File: src/sv/polyev_pkg.sv
// ----------------------------------------------------------------------------
// polyev_pkg
// Shared constants and controller/datapath interface types for the
// polynomial evaluator.
// ----------------------------------------------------------------------------
`default_nettype none

package polyev_pkg;

  localparam int unsigned MAX_TERMS = 32;
  localparam int unsigned IDX_W     = (MAX_TERMS > 1) ? $clog2(MAX_TERMS) : 1;

  localparam int unsigned TIDX_W  = 5;
  localparam int unsigned COEF_W  = 16;
  localparam int unsigned X_W     = 32;
  localparam int unsigned VAL_W   = 64;
  localparam int unsigned DEG_W   = 5;

  localparam logic OP_LOAD = 1'b0;
  localparam logic OP_EVAL = 1'b1;

  // controller -> datapath
  typedef struct packed {
    logic load_coef;  // write one coefficient
    logic start;      // seed accumulator for a new evaluation
    logic step_mul;   // form partial products
    logic step_sum;   // combine partial products
    logic step_acc;   // saturate and add next coefficient
    logic push;       // capture result into output register
  } polyev_cmd_t;

  // datapath -> controller
  typedef struct packed {
    logic deg_zero;   // effective degree is zero
    logic last_term;  // current step consumes coefficient 0
  } polyev_sts_t;

endpackage

`default_nettype wire

File: src/sv/polyev_ctrl.sv
// ----------------------------------------------------------------------------
// polyev_ctrl
// Sequencer for the Horner loop: input handshake, step sequencing and the
// output valid flag.
// ----------------------------------------------------------------------------
`default_nettype none

module polyev_ctrl
  import polyev_pkg::*;
(
  input  wire logic        clk,
  input  wire logic        rst_n,
  input  wire logic        in_tvalid,
  output logic             in_tready,
  input  wire logic        op,
  output logic             out_tvalid,
  input  wire logic        out_tready,
  output polyev_cmd_t      cmd,
  input  wire polyev_sts_t sts
);

  typedef enum logic [4:0] {
    S_IDLE = 5'b00001,
    S_MUL  = 5'b00010,
    S_SUM  = 5'b00100,
    S_ACC  = 5'b01000,
    S_FIN  = 5'b10000
  } state_t;

  state_t state_r, state_nxt;
  logic   out_valid_r, out_valid_nxt;
  logic   accept;
  logic   out_free;

  assign in_tready  = (state_r == S_IDLE);
  assign accept     = in_tvalid && in_tready;
  assign out_free   = !out_valid_r || out_tready;
  assign out_tvalid = out_valid_r;

  always_comb begin
    state_nxt     = state_r;
    cmd           = '0;
    cmd.load_coef = accept && (op == OP_LOAD);
    cmd.start     = accept && (op == OP_EVAL);
    case (state_r)
      S_IDLE: begin
        if (cmd.start) begin
          state_nxt = sts.deg_zero ? S_FIN : S_MUL;
        end
      end
      S_MUL: begin
        cmd.step_mul = 1'b1;
        state_nxt    = S_SUM;
      end
      S_SUM: begin
        cmd.step_sum = 1'b1;
        state_nxt    = S_ACC;
      end
      S_ACC: begin
        cmd.step_acc = 1'b1;
        state_nxt    = sts.last_term ? S_FIN : S_MUL;
      end
      S_FIN: begin
        // hold the finished value until the output register frees up
        if (out_free) begin
          cmd.push  = 1'b1;
          state_nxt = S_IDLE;
        end
      end
      default: begin
        state_nxt = S_IDLE;
      end
    endcase
  end

  always_comb begin
    if (cmd.push) begin
      out_valid_nxt = 1'b1;
    end else if (out_tready) begin
      out_valid_nxt = 1'b0;
    end else begin
      out_valid_nxt = out_valid_r;
    end
  end

  always_ff @(posedge clk) begin
    if (!rst_n) begin
      state_r     <= S_IDLE;
      out_valid_r <= 1'b0;
    end else begin
      state_r     <= state_nxt;
      out_valid_r <= out_valid_nxt;
    end
  end

endmodule

`default_nettype wire

File: config.mk
export PLATFORM = sky130hd
export DESIGN_NAME = polyev_ctrl
export DESIGN_NICKNAME = d
export VERILOG_FILES = /design/src/sv/polyev_pkg.sv /design/src/sv/polyev_ctrl.sv
export SDC_FILE = /design/constraint.sdc
export NUM_CORES = 1
export LEC_CHECK = 0
export BUFFER_PORTS_ARGS = -buffer_cell sky130_fd_sc_hd__buf_2
export CAP_MARGIN = 20
export CELL_PAD_IN_SITES_DETAIL_PLACEMENT = 1
export CELL_PAD_IN_SITES_GLOBAL_PLACEMENT = 2
export CORE_MARGIN = 5
export CORE_UTILIZATION = 25
export CTS_CLUSTER_DIAMETER = 40
export DETAILED_ROUTE_END_ITERATION = 7
export PLACE_DENSITY_LB_ADDON = 0.1
export REMOVE_ABC_BUFFERS = 1
export SKIP_CTS_REPAIR_TIMING = 1
export SYNTH_ARGS = -nofsm -noshare
export SYNTH_HDL_FRONTEND = slang
export SYNTH_SLANG_ARGS = --single-unit
export TNS_END_PERCENT = 10
File: constraint.sdc
create_clock -name clk -period 1.7 [get_ports clk]
set_clock_uncertainty 0.05 [all_clocks]
set_input_delay 0.085 -clock clk [delete_from_list [all_inputs] [get_ports clk]]
set_output_delay 0.085 -clock clk [all_outputs]
set_load 0.01 [all_outputs]
* Word-level counts from Yosys, hierarchy flattened
Cells that the tools add are included.
Operators by class: bitwise gates (word level) 1, equal/unequal tests 7, multiplexer cells 12, reduce and logical (&&, ||, !) cells 7
Operators by type and width (number):
- 5-bit one-hot mux with 5 select lines | 1
- 5-bit 2-to-1 mux | 4
- 1-bit 2-to-1 mux | 7
- 5-bit by 1-bit == test with 1-bit output, second input constant | 1
- 5-bit by 2-bit == test with 1-bit output, second input constant | 1
- 5-bit by 3-bit == test with 1-bit output, second input constant | 1
- 5-bit by 4-bit == test with 1-bit output, second input constant | 1
- 5-bit == test, second input constant | 1
- 1-bit logical AND | 3
- 2-bit by 1-bit inequality test with 1-bit output, second input constant | 1
- 2-bit inequality test, second input constant | 1
- 2-bit AND reduction | 1
- 2-bit nonzero test | 1
- 1-bit zero test | 1
- 1-bit logical OR | 1
- 1-bit inverter | 1
Storage, ports and cells: word-level logic and storage cells 29, output and inout bits 8, input port bits 7, bits in registers 6

* Depth between registers and ports, before layout
depth in word-level cells 5, mapped depth 4, depth with buffers taken out 3

* Worst setup path after synthesis
Ideal clock, no wire load.
kind flip-flop to flip-flop, start register state_r[1], end register state_r[0], cell stages (with the launch flop) 4, buffers on the path 0, setup time 0.141 ns, period minus slack after synthesis 1.468 ns, arrival time 1.277 ns, slack 0.232 ns, data required time 1.509 ns, path through dfxtp_1 or4b_4 nor3b_4 o311ai_0
On the way: word-level cells in the longest chain between the ends 5, elaborated cells on any way between the ends 11, classes of those cells eq/ne (7); mux (1); reduce/logical (3)
RTL lines:
- start: declaration | RTL line polyev_ctrl.sv:30 | state_t state_r, state_nxt;
- start signal: assignment | RTL line polyev_ctrl.sv:91 | state_r <= state_nxt;
- 5-bit by 1-bit == test with 1-bit output | RTL line polyev_ctrl.sv:35, polyev_ctrl.sv:45
- 1-bit logical AND | RTL line polyev_ctrl.sv:36 | assign accept = in_tvalid && in_tready;
- 1-bit logical AND | RTL line polyev_ctrl.sv:44 | cmd.start = accept && (op == OP_EVAL);
- 2-bit by 1-bit inequality test with 1-bit output (no source line)
- 2-bit AND reduction (no source line)
Several ways; a longest one is shown, not always the timed one. A chain may end at the register's enable or synchronous reset.

==> flow_summary.json <==
{
  "outcome": "finished clean",
  "routed-via-count": 427,
  "fin_crit_ns": 1.61,
  "ios": 15,
  "max_cap_viol_count": 0,
  "start_util_pct": 26.8,
  "cp-startpoint": "state_r[1]",
  "ant_nets": 0,
  "p_leak_nw": 0.246,
  "ys_types": 28,
  "portBuffers": 14,
  "reg2reg_to": "state_r[0]",
  "gr-total-overflow": 0,
  "min_period_over_period_pct": 94.7,
  "clk_pin_slew_ns": 0.04,
  "setup_viol": 0,
  "crit_arrival_ns": 1.48,
  "n_fill_cell": 188,
  "finalInstanceArea_um2": 523,
  "fmax_mhz": 621,
  "seq_area_frac_synth_pct": 29.4,
  "endpoint": "cmd[0]",
  "dpl_cell_area_um2": 493,
  "hpwl_um": 957,
  "min_path_type": "in2reg",
  "m1WireLength_um": 493,
  "place.gp.congestion": 0.795,
  "num-nets-final": 69,
  "dieHeight_um": 50.4,
  "fp.coreArea_um2": 1520,
  "ys_seq_elements": 6,
  "clockBufferDepth": 2,
  "worst_pin_slew_ns": 0.290,
  "drive_gt1_share_pct": 45.0,
  "synth_warnings": 0,
  "p_per_area_nw_per_um2": 782,
  "critPathMaxFanout": 8,
  "synth.avg_cell_area_um2": 9.27,
  "met3_wirelength_um": 53,
  "antenna_found_initial": 0,
  "drt_iter0_drc": 7,
  "vias_per_cell": 5.62,
  "hold_ws_ns": 0.0259,
  "r2r_setup_slack_ns": 0.12,
  "antenna_cells": 0,
  "relSlewSlack_pct": 80.6,
  "row_count": 14,
  "htree_levels": 1,
  "fp.dieW_um": 50.4,
  "crit_required_ns": 1.56,
  "grt_pass1_wl_um": 1810,
  "crit_type": "reg2out",
  "rsz0062_at_grt": "no",
  "cts_tree": "yes",
  "numCtsBuffers": 3,
  "syn_to_final_growth_pct": 28.2,
  "syn_area_um2": 408,
  "drc_errors": 0,
  "startpoint_type": "flop",
  "firstDrtPassIters": 4,
  "grt_max_degree": 13,
  "r2r-start": "state_r[1]",
  "dr_wl_met2_um": 557,
  "tns_ns": 0,
  "grt_pass1_vias": 412,
  "highest_layer": "met4",
  "clkLatencyLatePin_ns": 0.24,
  "wirelength_um": 1130,
  "final_hold_viol_count": 0,
  "r2r_cells": 3,
  "ir_worst_vdd_uv": 326,
  "cts_root_buffer": "clkbuf_4",
  "wl_per_cell_um": 14.8,
  "syn-instance-count": 44,
  "grt_use_total_pct": 9.13,
  "worstSetupEndpointType": "output pin",
  "drv_slew": 0,
  "cts_num_sinks": 6,
  "die-area_um2": 2540
}
[how the worst min path moves through the flow]
stage	startpoint	end	slack, ns	cells after the start
2_1_floorplan	rst_n	state_r[0]	0.13	1
3_3_place_gp	rst_n	state_r[0]	0.27	2
3_5_place_dp	rst_n	state_r[0]	0.28	2
4_1_cts	rst_n	state_r[0]	0.02	2
5_1_grt	rst_n	state_r[0]	0.03	2
6_report	rst_n	state_r[0]	0.03	2
[flip-flops by register name, summed over array words and instances, names as in the netlist]
signal,cells
state_r,5
out_tvalid,1
[stage by stage]
stage | utilization [%] | setup WS [ns] | instances | power, W
3_5_place_dp | 32.3 | 0.130 | 73 | 0.000281
2_1_floorplan | - | 0.171 | 41 | 0.000234
4_1_cts | 33.8 | 0.0237 | 76 | 0.000415
6_report | 34.3 | 0.0897 | 76 | 0.000409
3_3_place_gp | 32.3 | 0.178 | 73 | 0.000278
5_1_grt | 34.3 | 0.00356 | 76 | 0.000432
[logic make-up after synthesis]
family / share of synthesized area (%)
AND/OR/NAND/NOR: 45.7
AO/OA/AOI/OAI: 16.0
flip-flops: 29.4
buffers and inverters: 6.75
XOR/XNOR: 2.15
[power breakdown]
part | internal [W] | switching, W
registers | 0.000150 | 0.0000101
logic | 0.0000567 | 0.0000615
clock network | 0.0000798 | 0.0000505
[Yosys cell counts, drive strengths merged]
cell	instances	area, µm²
dfxtp	6	120
nor2	4	15.0
nor3b	4	41.3
and4bb	2	25.0
buf	2	15.0
inv	2	7.51
nand3b	2	15.0
nor3	2	10.0
o21a	2	15.0
a211oi	1	7.51
a221oi	1	8.76
a41o	1	10.0
and2b	1	8.76
and3b	1	8.76
clkbuf	1	5.00
nand2	1	3.75
nand3	1	5.00
nand4	1	6.26
nand4b	1	8.76
nand4bb	1	11.3
nor2b	1	6.26
o211a	1	10.0
o21ai	1	5.00
o311ai	1	8.76
or3	1	7.51
or4b	1	13.8
xor2	1	8.76
[layout by cell type (no fill, tap or decap), drive strengths merged, types with 2 or more instances in the layout]
master,netlist,layout
buf,2,16
dfxtp,6,6
nor2,4,4
nor3b,4,4
clkbuf,1,3
inv,2,2
and4bb,2,2
nand3b,2,2
o21a,2,2
nor3,2,2
[routing by layer]
metal,vias to the layer above,GRT usage (%)
met2,13,15.9
met3,2,2.07
met5,-,0
met1,207,10.6
li1,205,-
met4,0,3.83
[cell type report]
cell class                 count  area [µm²]  share of cell area (%)
timing repair buffer          16        85.1                    16.3
inverter                       2        7.51                    1.44
tap                           16        20.0                    3.83
clock buffer                   3        22.5                    4.31
sequential                     6         120                    23.0
multi-input combinational     33         268                    51.2
[worst max-delay path: stages (launching register included)]
cell and delay (ns):
dfxtp_1 0.37, or4b_4 0.58, nor3_2 0.13, buf_2 0.15
Power figures use the tool's default switching activity.
